--- config.mk ---
export PLATFORM = sky130hd
export DESIGN_NAME = compacting_device_table
export DESIGN_NICKNAME = d
export VERILOG_FILES = /design/src/hw/rtl/cdt_pkg.sv /design/src/hw/rtl/compacting_device_table.sv /design/src/hw/rtl/cdt_datapath.sv /design/src/hw/rtl/cdt_ctrl.sv
export VERILOG_INCLUDE_DIRS = /design/src /design/src/hw/rtl
export SDC_FILE = /design/constraint.sdc
export NUM_CORES = 2
export LEC_CHECK = 0
export ABC_AREA = 1
export BUFFER_PORTS_ARGS = -buffer_cell sky130_fd_sc_hd__buf_2
export CAP_MARGIN = 20
export CORE_ASPECT_RATIO = 1.2
export CORE_MARGIN = 1
export CORE_UTILIZATION = 40
export DETAILED_ROUTE_END_ITERATION = 8
export SLEW_MARGIN = 10
export SYNTH_ARGS = -nofsm -noshare
export SYNTH_HDL_FRONTEND = slang
export SYNTH_SLANG_ARGS = --single-unit
--- constraint.sdc ---
create_clock -name clk -period 9.2 [get_ports clk]
set_clock_uncertainty 0.15 [all_clocks]
set_input_delay 1.84 -clock clk [delete_from_list [all_inputs] [get_ports clk]]
set_output_delay 1.84 -clock clk [all_outputs]
set_load 0.02 [all_outputs]
--- src/hw/rtl/compacting_device_table_macros.svh ---
// Assertion macros shared by the device table RTL.
// Each macro expects clk and arst_n in the scope where it is used.
`ifndef COMPACTING_DEVICE_TABLE_MACROS_SVH
`define COMPACTING_DEVICE_TABLE_MACROS_SVH

// Consequent must hold in the same cycle as the antecedent.
`define CDT_ASSERT_IMPL(label, ante, cons) \
	label: assert property (@(posedge clk) disable iff (!arst_n) (ante) |-> (cons)) \
		else $error("device table check failed");

// Consequent must hold in the cycle after the antecedent.
`define CDT_ASSERT_NEXT(label, ante, cons) \
	label: assert property (@(posedge clk) disable iff (!arst_n) (ante) |=> (cons)) \
		else $error("device table check failed");

`endif

--- src/hw/rtl/cdt_pkg.sv ---
// Package for the compacting device table: sizes, codes, payload and command types.
// No dependencies; imported by the controller, the datapath and the top level.
`default_nettype none

package cdt_pkg;

	// Table geometry.
	localparam int MAX_ENTRIES = 16;
	localparam int ID_BYTES    = 4;
	localparam int USER_BYTES  = 8;

	// Fixed field widths of the transfers.
	localparam int OP_W    = 3;
	localparam int ID_W    = 32;
	localparam int IDX_W   = 4;
	localparam int COL_W   = 3;
	localparam int BYTE_W  = 8;
	localparam int OUT_W   = 2;
	localparam int FOUND_W = 4;
	localparam int TOTAL_W = 5;

	// Derived internal widths.
	localparam int CNT_W = $clog2(MAX_ENTRIES + 1);
	localparam int AW    = (MAX_ENTRIES > 1) ? $clog2(MAX_ENTRIES) : 1;
	localparam int ROW_W = USER_BYTES * BYTE_W;

	// Only the low ID_BYTES bytes of an ID take part.
	localparam logic [ID_W-1:0] ID_MASK = (ID_BYTES >= 4) ? {ID_W{1'b1}} :
		ID_W'((64'd1 << (8 * ID_BYTES)) - 64'd1);

	// Operation codes.
	localparam logic [OP_W-1:0] OP_ADD    = 3'd0;
	localparam logic [OP_W-1:0] OP_LOOKUP = 3'd1;
	localparam logic [OP_W-1:0] OP_REMOVE = 3'd2;
	localparam logic [OP_W-1:0] OP_READ   = 3'd3;
	localparam logic [OP_W-1:0] OP_WRITE  = 3'd4;
	localparam logic [OP_W-1:0] OP_CLEAR  = 3'd5;
	localparam logic [OP_W-1:0] OP_COUNT  = 3'd6;

	// Outcome codes.
	localparam logic [OUT_W-1:0] RES_OK        = 2'd0;
	localparam logic [OUT_W-1:0] RES_FULL      = 2'd1;
	localparam logic [OUT_W-1:0] RES_NOT_FOUND = 2'd2;
	localparam logic [OUT_W-1:0] RES_RANGE     = 2'd3;

	// Pointer updates.
	localparam logic [2:0] PTR_HOLD = 3'd0;
	localparam logic [2:0] PTR_ZERO = 3'd1;
	localparam logic [2:0] PTR_IDX  = 3'd2;
	localparam logic [2:0] PTR_IDX1 = 3'd3;
	localparam logic [2:0] PTR_INC  = 3'd4;

	// Write address selection.
	localparam logic [1:0] WA_COUNT = 2'd0;
	localparam logic [1:0] WA_PTR   = 2'd1;
	localparam logic [1:0] WA_PREV  = 2'd2;

	// User row write data selection.
	localparam logic [1:0] USR_ZERO  = 2'd0;
	localparam logic [1:0] USR_COPY  = 2'd1;
	localparam logic [1:0] USR_MERGE = 2'd2;

	typedef struct packed {
		logic [OP_W-1:0]   opcode;
		logic [ID_W-1:0]   device_ident;
		logic [IDX_W-1:0]  entry_index;
		logic [COL_W-1:0]  byte_column;
		logic [BYTE_W-1:0] write_value;
	} req_item_t;

	typedef struct packed {
		logic [OUT_W-1:0]   outcome;
		logic [FOUND_W-1:0] found_index;
		logic [BYTE_W-1:0]  read_byte;
		logic [TOTAL_W-1:0] entry_total;
	} rsp_item_t;

	// Commands from the controller to the datapath.
	typedef struct packed {
		logic             take;
		logic [2:0]       ptr_op;
		logic [1:0]       wa_sel;
		logic             id_we;
		logic             usr_we;
		logic [1:0]       usr_src;
		logic             id_src_rd;
		logic             cnt_inc;
		logic             cnt_dec;
		logic             set_out;
		logic [OUT_W-1:0] out_code;
		logic             found_ld;
		logic             found_ptr;
		logic             rbyte_ld;
		logic             emit;
	} dp_cmd_t;

	// Status from the datapath to the controller.
	typedef struct packed {
		logic [OP_W-1:0] op;
		logic            full;
		logic            empty;
		logic            idx_ok;
		logic            col_ok;
		logic            ptr_end;
		logic            ptr_last;
		logic            match;
		logic            out_free;
	} dp_status_t;

endpackage

`default_nettype wire

--- src/hw/rtl/compacting_device_table.sv ---
// Compacting device table top level: controller plus datapath; uses cdt_pkg.
// Add, count and rejected requests finish in the decode state; read and write read the row first,
// a lookup compares one entry at a time, a remove moves each later entry down one place and a clear
// zeroes the user rows of the live entries; the walk runs one entry at a time.
// A new request is taken the cycle after its predecessor's result is loaded into the output.
// Reset empties the table (count zero) with no clearing pass; memory contents stay undefined.
`default_nettype none

module compacting_device_table (
	input  wire                 clk,
	input  wire                 arst_n,
	input  wire                 req_valid,
	output logic                req_stall,
	input  cdt_pkg::req_item_t  req_item,
	output logic                rsp_valid,
	input  wire                 rsp_stall,
	output cdt_pkg::rsp_item_t  rsp_item
);
	import cdt_pkg::*;

	dp_cmd_t    cmd;
	dp_status_t st;

	cdt_ctrl u_ctrl (
		.clk       (clk),
		.arst_n    (arst_n),
		.req_valid (req_valid),
		.req_stall (req_stall),
		.st        (st),
		.cmd       (cmd)
	);

	cdt_datapath u_datapath (
		.clk       (clk),
		.arst_n    (arst_n),
		.req_item  (req_item),
		.cmd       (cmd),
		.st        (st),
		.rsp_valid (rsp_valid),
		.rsp_stall (rsp_stall),
		.rsp_item  (rsp_item)
	);

endmodule

`default_nettype wire

--- src/hw/rtl/cdt_datapath.sv ---
// Datapath of the device table: request latch, ID and user-data memories, count,
// walk pointer and result/output registers. Depends on cdt_pkg and the macros header.
`default_nettype none

`include "compacting_device_table_macros.svh"

module cdt_datapath (
	input  wire               clk,
	input  wire               arst_n,
	input  cdt_pkg::req_item_t req_item,
	input  cdt_pkg::dp_cmd_t  cmd,
	output cdt_pkg::dp_status_t st,
	output logic              rsp_valid,
	input  wire               rsp_stall,
	output cdt_pkg::rsp_item_t rsp_item
);
	import cdt_pkg::*;

	req_item_t          req_q;
	logic [CNT_W-1:0]   count_q;
	logic [CNT_W-1:0]   ptr_q;
	logic [CNT_W-1:0]   ptr_prev;
	logic [AW-1:0]      wa;
	logic [AW-1:0]      ra;
	logic [ID_W-1:0]    ident_mem [MAX_ENTRIES];
	logic [ROW_W-1:0]   user_mem [MAX_ENTRIES];
	logic [ID_W-1:0]    rd_id_q;
	logic [ROW_W-1:0]   rd_usr_q;
	logic [ID_W-1:0]    id_wdata;
	logic [ROW_W-1:0]   usr_wdata;
	logic [ROW_W-1:0]   merged;
	logic [BYTE_W-1:0]  sel_byte;
	logic [OUT_W-1:0]   outcome_q;
	logic [FOUND_W-1:0] found_q;
	logic [BYTE_W-1:0]  rbyte_q;
	rsp_item_t          out_q;
	logic               out_valid_q;
	logic               out_free;

	// Latch the request; the ID is masked once here so lookups compare directly.
	always_ff @(posedge clk) begin
		if (cmd.take) begin
			req_q <= '{opcode: req_item.opcode,
				device_ident: req_item.device_ident & ID_MASK,
				entry_index: req_item.entry_index,
				byte_column: req_item.byte_column,
				write_value: req_item.write_value};
		end
	end

	// Entry count and walk pointer.
	always_ff @(posedge clk or negedge arst_n) begin
		if (!arst_n) begin
			count_q <= '0;
			ptr_q   <= '0;
		end else begin
			if (cmd.cnt_inc) begin
				count_q <= count_q + CNT_W'(1);
			end else if (cmd.cnt_dec) begin
				count_q <= count_q - CNT_W'(1);
			end
			case (cmd.ptr_op)
				PTR_ZERO: ptr_q <= '0;
				PTR_IDX:  ptr_q <= CNT_W'(req_q.entry_index);
				PTR_IDX1: ptr_q <= CNT_W'(req_q.entry_index) + CNT_W'(1);
				PTR_INC:  ptr_q <= ptr_q + CNT_W'(1);
				default:  ptr_q <= ptr_q;
			endcase
		end
	end

	assign ptr_prev = ptr_q - CNT_W'(1);
	assign ra       = ptr_q[AW-1:0];

	// Write address for the memories.
	always_comb begin
		case (cmd.wa_sel)
			WA_COUNT: wa = count_q[AW-1:0];
			WA_PTR:   wa = ptr_q[AW-1:0];
			WA_PREV:  wa = ptr_prev[AW-1:0];
			default:  wa = ptr_q[AW-1:0];
		endcase
	end

	// Byte selection and byte merge within the row read last.
	always_comb begin
		merged   = rd_usr_q;
		sel_byte = '0;
		for (int b = 0; b < USER_BYTES; b++) begin
			if (32'(req_q.byte_column) == b) begin
				merged[b*BYTE_W +: BYTE_W] = req_q.write_value;
				sel_byte                   = rd_usr_q[b*BYTE_W +: BYTE_W];
			end
		end
	end

	// Write data for the memories.
	always_comb begin
		id_wdata = cmd.id_src_rd ? rd_id_q : req_q.device_ident;
		case (cmd.usr_src)
			USR_ZERO:  usr_wdata = '0;
			USR_COPY:  usr_wdata = rd_usr_q;
			USR_MERGE: usr_wdata = merged;
			default:   usr_wdata = '0;
		endcase
	end

	// ID and user-data memories, one write and one registered read per cycle.
	always_ff @(posedge clk) begin
		if (cmd.id_we) begin
			ident_mem[wa] <= id_wdata;
		end
		if (cmd.usr_we) begin
			user_mem[wa] <= usr_wdata;
		end
		rd_id_q  <= ident_mem[ra];
		rd_usr_q <= user_mem[ra];
	end

	// Result fields, cleared at each new request.
	always_ff @(posedge clk) begin
		if (cmd.take) begin
			outcome_q <= RES_OK;
			found_q   <= '0;
			rbyte_q   <= '0;
		end else begin
			if (cmd.set_out) begin
				outcome_q <= cmd.out_code;
			end
			if (cmd.found_ld) begin
				found_q <= cmd.found_ptr ? FOUND_W'(ptr_q) : FOUND_W'(count_q);
			end
			if (cmd.rbyte_ld) begin
				rbyte_q <= sel_byte;
			end
		end
	end

	// Output register; it holds a finished result while the next request runs.
	assign out_free = !out_valid_q || !rsp_stall;

	always_ff @(posedge clk or negedge arst_n) begin
		if (!arst_n) begin
			out_valid_q <= 1'b0;
		end else if (cmd.emit) begin
			out_valid_q <= 1'b1;
		end else if (!rsp_stall) begin
			out_valid_q <= 1'b0;
		end
	end

	always_ff @(posedge clk) begin
		if (cmd.emit) begin
			out_q <= '{outcome: outcome_q,
				found_index: found_q,
				read_byte: rbyte_q,
				entry_total: TOTAL_W'(count_q)};
		end
	end

	assign rsp_valid = out_valid_q;
	assign rsp_item  = out_q;

	// Status toward the controller.
	always_comb begin
		st.op       = req_q.opcode;
		st.full     = (count_q == CNT_W'(MAX_ENTRIES));
		st.empty    = (count_q == '0);
		st.idx_ok   = (32'(req_q.entry_index) < 32'(count_q));
		st.col_ok   = (32'(req_q.byte_column) < USER_BYTES);
		st.ptr_end  = (ptr_q >= count_q);
		st.ptr_last = ((ptr_q + CNT_W'(1)) >= count_q);
		st.match    = (rd_id_q == req_q.device_ident);
		st.out_free = out_free;
	end

	`CDT_ASSERT_IMPL(a_inc_room, cmd.cnt_inc, count_q < CNT_W'(MAX_ENTRIES))
	`CDT_ASSERT_IMPL(a_dec_live, cmd.cnt_dec, count_q != '0 && !cmd.cnt_inc)
	`CDT_ASSERT_IMPL(a_wr_live, cmd.usr_we && cmd.wa_sel == WA_PTR, ptr_q < count_q)
	`CDT_ASSERT_IMPL(a_emit_free, cmd.emit, !out_valid_q || !rsp_stall)

endmodule

`default_nettype wire

--- src/hw/rtl/cdt_ctrl.sv ---
// Controller state machine of the device table: sequences each operation over the datapath.
// Depends on cdt_pkg for the command, status and code definitions.
`default_nettype none

module cdt_ctrl (
	input  wire                 clk,
	input  wire                 arst_n,
	input  wire                 req_valid,
	output logic                req_stall,
	input  cdt_pkg::dp_status_t st,
	output cdt_pkg::dp_cmd_t    cmd
);
	import cdt_pkg::*;

	localparam logic [3:0] S_IDLE   = 4'd0;
	localparam logic [3:0] S_DECODE = 4'd1;
	localparam logic [3:0] S_LK_RD  = 4'd2;
	localparam logic [3:0] S_LK_CMP = 4'd3;
	localparam logic [3:0] S_RM_RD  = 4'd4;
	localparam logic [3:0] S_RM_WR  = 4'd5;
	localparam logic [3:0] S_RW_RD  = 4'd6;
	localparam logic [3:0] S_RW_DO  = 4'd7;
	localparam logic [3:0] S_CLR    = 4'd8;
	localparam logic [3:0] S_FIN    = 4'd9;

	logic [3:0] state_q;
	logic [3:0] state_d;

	always_ff @(posedge clk or negedge arst_n) begin
		if (!arst_n) begin
			state_q <= S_IDLE;
		end else begin
			state_q <= state_d;
		end
	end

	assign req_stall = (state_q != S_IDLE);

	// Next state and datapath commands.
	always_comb begin
		cmd     = '0;
		state_d = state_q;
		case (state_q)
			S_IDLE: begin
				if (req_valid) begin
					cmd.take = 1'b1;
					state_d  = S_DECODE;
				end
			end
			S_DECODE: begin
				state_d = S_FIN;
				case (st.op)
					OP_ADD: begin
						if (st.full) begin
							cmd.set_out  = 1'b1;
							cmd.out_code = RES_FULL;
						end else begin
							cmd.wa_sel   = WA_COUNT;
							cmd.id_we    = 1'b1;
							cmd.usr_we   = 1'b1;
							cmd.usr_src  = USR_ZERO;
							cmd.found_ld = 1'b1;
							cmd.cnt_inc  = 1'b1;
						end
					end
					OP_LOOKUP: begin
						cmd.ptr_op = PTR_ZERO;
						if (st.empty) begin
							cmd.set_out  = 1'b1;
							cmd.out_code = RES_NOT_FOUND;
						end else begin
							state_d = S_LK_RD;
						end
					end
					OP_REMOVE: begin
						if (!st.idx_ok) begin
							cmd.set_out  = 1'b1;
							cmd.out_code = RES_RANGE;
						end else begin
							cmd.ptr_op = PTR_IDX1;
							state_d    = S_RM_RD;
						end
					end
					OP_READ, OP_WRITE: begin
						if (!st.idx_ok || !st.col_ok) begin
							cmd.set_out  = 1'b1;
							cmd.out_code = RES_RANGE;
						end else begin
							cmd.ptr_op = PTR_IDX;
							state_d    = S_RW_RD;
						end
					end
					OP_CLEAR: begin
						cmd.ptr_op = PTR_ZERO;
						state_d    = S_CLR;
					end
					default: begin
						state_d = S_FIN;
					end
				endcase
			end
			// The memory captures the ID at the pointer.
			S_LK_RD: begin
				state_d = S_LK_CMP;
			end
			S_LK_CMP: begin
				if (st.match) begin
					cmd.found_ld  = 1'b1;
					cmd.found_ptr = 1'b1;
					state_d       = S_FIN;
				end else if (st.ptr_last) begin
					cmd.set_out  = 1'b1;
					cmd.out_code = RES_NOT_FOUND;
					state_d      = S_FIN;
				end else begin
					cmd.ptr_op = PTR_INC;
					state_d    = S_LK_RD;
				end
			end
			// Pointer names the source entry; it moves down one place.
			S_RM_RD: begin
				if (st.ptr_end) begin
					cmd.cnt_dec = 1'b1;
					state_d     = S_FIN;
				end else begin
					state_d = S_RM_WR;
				end
			end
			S_RM_WR: begin
				cmd.wa_sel    = WA_PREV;
				cmd.id_we     = 1'b1;
				cmd.id_src_rd = 1'b1;
				cmd.usr_we    = 1'b1;
				cmd.usr_src   = USR_COPY;
				cmd.ptr_op    = PTR_INC;
				state_d       = S_RM_RD;
			end
			S_RW_RD: begin
				state_d = S_RW_DO;
			end
			S_RW_DO: begin
				if (st.op == OP_READ) begin
					cmd.rbyte_ld = 1'b1;
				end else begin
					cmd.wa_sel  = WA_PTR;
					cmd.usr_we  = 1'b1;
					cmd.usr_src = USR_MERGE;
				end
				state_d = S_FIN;
			end
			// One user row zeroed per cycle.
			S_CLR: begin
				if (st.ptr_end) begin
					state_d = S_FIN;
				end else begin
					cmd.wa_sel  = WA_PTR;
					cmd.usr_we  = 1'b1;
					cmd.usr_src = USR_ZERO;
					cmd.ptr_op  = PTR_INC;
				end
			end
			S_FIN: begin
				if (st.out_free) begin
					cmd.emit = 1'b1;
					state_d  = S_IDLE;
				end
			end
			default: begin
				state_d = S_IDLE;
			end
		endcase
	end

endmodule

`default_nettype wire
* Word-level counts from Yosys, hierarchy flattened
Memories as Yosys holds them, arrays and structs flattened. A register that Yosys moved wholly into a read port is not among the register bits.
Index checks and enable logic that the tools add are counted.
** Word-level totals
- Bits in registers :: 98
- RAM bits :: 1536
- Output and inout port bits :: 21
- Logic and storage cells :: 151
- Memories kept :: 2
** Operators by class
- $add $sub $neg :: 5
- Magnitude comparators :: 3
- Equality and inequality tests :: 34
- Muxes and demuxes :: 76
- Reductions and logical operators :: 15
** Memory list
- u_datapath.user_mem :: depth 16, width 64, read ports 1, clocked after memory_dff 1, write ports 1, RTL line cdt_datapath.sv:26 : logic [ROW_W-1:0] user_mem [MAX_ENTRIES];
- u_datapath.ident_mem :: depth 16, width 32, read ports 1, clocked after memory_dff 1, write ports 1, RTL line cdt_datapath.sv:25 : logic [ID_W-1:0] ident_mem [MAX_ENTRIES];
** Operators by type and width (count)
- $mux W8 :: 16
- $pmux W64 S2 :: 1
- $mux W4 :: 12
- $pmux W4 S10 :: 1
- $eq A32 B32 Y1 :: 1
- $mux W32 :: 1
- $mux W3 :: 9
- $pmux W3 S4 :: 2
- $eq A3 B3 Y1 const B :: 7
- $mux W1 :: 20
- $pmux W5 S4 :: 1
- $eq A3 B2 Y1 const B :: 6
- $pmux W3 S3 :: 2
- $eq A4 B3 Y1 const B :: 4
- $pmux W4 S2 :: 2
- $pmux W4 S4 :: 1
- $mux W5 :: 3
- $add A5 B1 Y5 const B :: 2
- $ge A5 B5 Y1 :: 2
- $eq A3 B1 Y1 const B :: 3
- $eq A4 B2 Y1 const B :: 2
- $eq A4 B4 Y1 const B :: 2
- $pmux W2 S4 :: 1
- $reduce_bool A4 Y1 :: 2
- other kinds (22) :: 30

* Depth between registers and ports, before layout
- Word-level depth :: 9
- Gate-level depth with buffers :: 17

* Cells and area by module
Synthesis repeated with hierarchy kept, for this count alone.
** Second synthesis, totals
- Cell total of the unflattened synthesis :: 5069
- Area total of the unflattened synthesis :: 67977.7 um2
** Modules (own cells, without submodules)
- cdt_datapath :: instances 1, cells an instance 4960, area each 67360.9 um2, sequential area each 50673.6 um2
- cdt_ctrl :: instances 1, cells an instance 109, area each 616.8 um2, sequential area each 100.1 um2

* Worst setup path after synthesis
OpenSTA, ideal clock, no wires.
- Path type :: register to register
- From :: register u_datapath.ptr_q[0]
- To :: memory u_datapath.user_mem[3][0] in the netlist's numbering (enable)
- Arrival time :: 4.855 ns
- Path slack :: 3.709 ns
- Stages on the path, launching flop included :: 18
- Path buffers :: 4
- Clock period less this slack :: 5.491 ns
- Cell sequence :: dfrtp_1 buf_4 inv_2 buf_6 buf_2 buf_2 ha_1 inv_1 nand2_1 nand2_1 nand4_4 nand2_2 nand2_1 nand2_2 inv_2 nor2_4 nand2_1 nor2_1
** Between the ends
- Longest elaborated chain between the ends :: 5
** RTL lines
- start: declaration :: RTL line cdt_datapath.sv:21 : logic [CNT_W-1:0] ptr_q;
- start signal: assignment :: RTL line cdt_datapath.sv:64 : PTR_IDX: ptr_q <= CNT_W'(req_q.entry_index);
- start signal: assignment :: RTL line cdt_datapath.sv:65 : PTR_IDX1: ptr_q <= CNT_W'(req_q.entry_index) + CNT_W'(1);
- start signal: assignment :: RTL line cdt_datapath.sv:66 : PTR_INC: ptr_q <= ptr_q + CNT_W'(1);
- $ge A5 B5 Y1 :: RTL line cdt_datapath.sv:171 : st.ptr_end = (ptr_q >= count_q);
- $mux W5 or $mux W3 (tied branches) :: RTL line cdt_ctrl.sv:153 : if (st.ptr_end) begin
- $pmux W2 S4 or $pmux W3 S4 (tied branches) :: RTL line cdt_ctrl.sv:43 : case (state_q)
- $eq A2 B2 Y1 (tied with other cells) :: RTL line cdt_datapath.sv:77 : case (cmd.wa_sel)
- $pmux W4 S2 or $mux W1 (tied branches) :: RTL line cdt_datapath.sv:77, cdt_datapath.sv:114
- end: declaration :: RTL line cdt_datapath.sv:26
Parallel ways exist; a longest one is shown, timed or not.

* Worst setup path in the final report
- From :: register u_datapath.ptr_q[1]
- To :: memory u_datapath.user_mem[8][48] in the netlist's numbering (enable)
The elaborated chain is that of the path after synthesis.

==> impl_metrics.yaml <==
routing:
  viasPerCell: 5.68
  wirelength_um: 190000
  drc: 0
  drtPass1Iterations: 5
  drt-wirelength-per-cell_um: 24.8
  ant_nets: 0
  drt-initial-drc-count: 4211
  num_vias: 43398
logic_synthesis:
  ys_top_cells_by_area: "edfxtp_1 71%, nor2_1 4.1%, dfxtp_1 3.2%, nor3_1 3.0%, o22ai_1 2.8%"
  synth.avg_cell_area_um2: 13.0
  synthCells: 5222
  yosysWarnings: 0
  synth_fp_nets: 5298
  ys_seq_area_share_pct: 74.8
  synth_top_area_share_pct: 71.0
  async_flop_share_pct: 0.867
  synth_area_um2: 67900
  synth_edf_count: 1605
  ys_seq_elements: 1730
  synthFlopType: "edfxtp_1"
  ys_types: 42
  yosysTopAreaCell: "edfxtp_1"
floorplan:
  io_pins: 75
  dieArea_um2: 171000
  die_h_um: 453
  die_w_um: 378
  core_region_area_um2: 168000
  start_util_pct: 40.3
  rows: 165
placement:
  portBuffers: 74
  dp_hpwl_um: 98000
  finalWeightedCongestion: 0.854
  place_area_um2: 70800
cells_and_area:
  syn_to_final_growth_pct: 12.8
  drive_gt1_share_pct: 9.81
  post-route-cell-area_um2: 76600
  antennaDiodeCount: 0
  fill_cells: 15029
  final_nets: 5324
clocking:
  cts_buffers: 174
  clockBufferDepth: 3
  clk_pin_slew_worst_paths_ps: 60
  h-tree-depth: 4
  clkLatencyLatePin_ps: 830
  post_cts_buffers: 0
  cts_tree: "done"
  cts_resized: 0
  cts_num_sinks: 1730
  hold_buffers: 0
  cts_root_buffer: "clkbuf_16"
timing:
  rsz0062_at_grt: "no"
  maxSlewHeadroom_pct: 22.4
  finalCritPeriodShare_pct: 57.0
  post-route-min-period_ps: 5240
  holdWs_ps: 284
  worstMarginPinSlew_ps: 1160
  setup_tns_ps: 0
  final-setup-viol-count: 0
  final-hold-violation-count: 0
  slew_viol_final: 0
  fmax_mhz: 191
power:
  pwr_density_cell_nw_per_um2: 304
  power_mw: 23.3
  power_leakage_nw: 23.9
  max-vdd-ir-drop_mv: 0.222
critical_path:
  critPathRequiredTime_ps: 9490
  crit_fanout: 174
  ff2ff_setup_slack_ps: 3960
  cp.arrival_ps: 5530
  start_kind: "register"
  endpoint_kind: "register"
  worstSetupPathType: "register to register"
grt:
  grt-ovfl-total: 0
  grt_pass1_wl_um: 279000
  grt_usage_pct: 21.9
  grt_pass1_vias: 42008
  antenna_found_initial: 0
  grt_start_max_net_pins: 212
worst_hold_path:
  hp-class: "register to register"
outcome:
  status: "finished, final reports clean"
run:
  cap_violations: 0
==> synth_stat cells, types with 2 or more instances <==
cell type and n:
xnor2_1 24, xor2_1 5, inv_1 202, nor3_1 404
dfxtp_1 110, inv_2 13, clkbuf_2 2, a22oi_1 144
o21ai_1 39, nand2_2 5, o21ai_0 377, dfrtp_1 15
buf_4 12, o21bai_1 2, nor2_2 5, nor4_1 20
nand2_1 384, nor2_1 739, ha_1 21, buf_2 146
clkbuf_1 160, o22ai_1 305, o211ai_1 106, nand3_1 31
buf_6 2, buf_1 17, a21oi_1 284, nand4_1 21
nor3_2 6, edfxtp_1 1605, nor2_4 5
==> state kept, by name, indices dropped and copies added (netlist names) <==
| signal | cells |
|---|---|
| u_datapath.found_q | 4 |
| u_ctrl.state_q | 4 |
| u_datapath.user_mem | 1024 |
| u_datapath.rd_usr_q | 64 |
| u_datapath.count_q | 5 |
| u_datapath.st | 3 |
| u_datapath.rd_id_q | 32 |
| u_datapath.rbyte_q | 8 |
| u_datapath.outcome_q | 2 |
| u_datapath.rsp_valid | 1 |
| u_datapath.ident_mem | 512 |
| u_datapath.rsp_item | 19 |
| u_datapath.req_q | 47 |
| u_datapath.ptr_q | 5 |
==> worst max-delay path, cell delays in order, from the launching register on <==
cell and delay [ps]:
dfrtp_4 710, buf_12 660, ha_1 360, nand2_1 60, nor2_1 40, nand2_1 100, nand4_4 140, nand4_1 140
nand3_1 150, nor2_1 300, nand2_1 200, nor2_4 770, buf_4 800
==> cell usage in the layout, fill, tap and decap left out, types with 106 or more instances in the layout <==
cell type     n
nand2_1     383
nor3_1      404
buf_4       109
o21ai_0     377
inv_1       201
clkbuf_16   175
a21oi_1     284
edfxtp_1   1605
dfxtp_1     110
o22ai_1     305
o211ai_1    106
a22oi_1     144
nor2_1      702
==> worst paths after layout <==
kind	from	end	depth (start not counted)
min reg2reg	u_datapath.rbyte_q[4]	u_datapath.rsp_item[9]	0
min	u_datapath.rbyte_q[4]	u_datapath.rsp_item[9]	0
max in group asynchronous	arst_n	u_datapath.ptr_q[0]	1
min in group asynchronous	arst_n	u_datapath.ptr_q[3]	1
max	u_datapath.ptr_q[1]	u_datapath.user_mem[8][48]	12
max reg2reg	u_datapath.ptr_q[1]	u_datapath.user_mem[8][48]	12
==> where the power goes <==
group          total [mW]  leakage [nW]  internal [mW]  switching [mW]
Sequential           10.1          14.3           9.64           0.508
Combinational        6.02          6.83           1.58            4.44
Clock                7.10          2.81           4.07            3.03
Total                23.3          23.9           15.3            7.98
==> layer usage <==
layer	global-route usage, %	routed length, um	vias to the layer above
li1	-	-	19440
met1	28.3	75500	21900
met2	37.6	95400	1726
met3	2.94	12900	332
met4	8.04	6120	0
met5	0	0	-
==> cells by family after synthesis <==
family,Yosys count,synth area share [%]
fa+ha+maj,22,0.417
simple gates,1627,10.2
flops,1730,74.8
xor+xnor,29,0.374
buf+inv,554,3.43
compound gates,1260,10.8
==> layout make-up <==
class / instances / area (um2) / share of cell area [%]
clock buffer: 234 / 4790 / 6.26
clock inverter: 87 / 962 / 1.26
inverter: 215 / 832 / 1.09
multi-input combinational: 2938 / 15100 / 19.7
sequential: 1730 / 50800 / 66.3
tap: 2254 / 2820 / 3.68
timing repair buffer: 189 / 1310 / 1.71
==> per-stage QoR <==
| stage | setup slack [ps] | cells | util (%) |
|---|---|---|---|
| after floorplan | 3710 | 5222 | - |
| after detailed placement | 4030 | 7319 | 42.0 |
| after CTS | 4000 | 7640 | 45.4 |
| after global routing | 3740 | 7647 | 45.5 |
| after global placement | 3720 | 7318 | 42.0 |
| final | 3960 | 7647 | 45.5 |
Note: power is estimated with default switching activity, not from simulation.
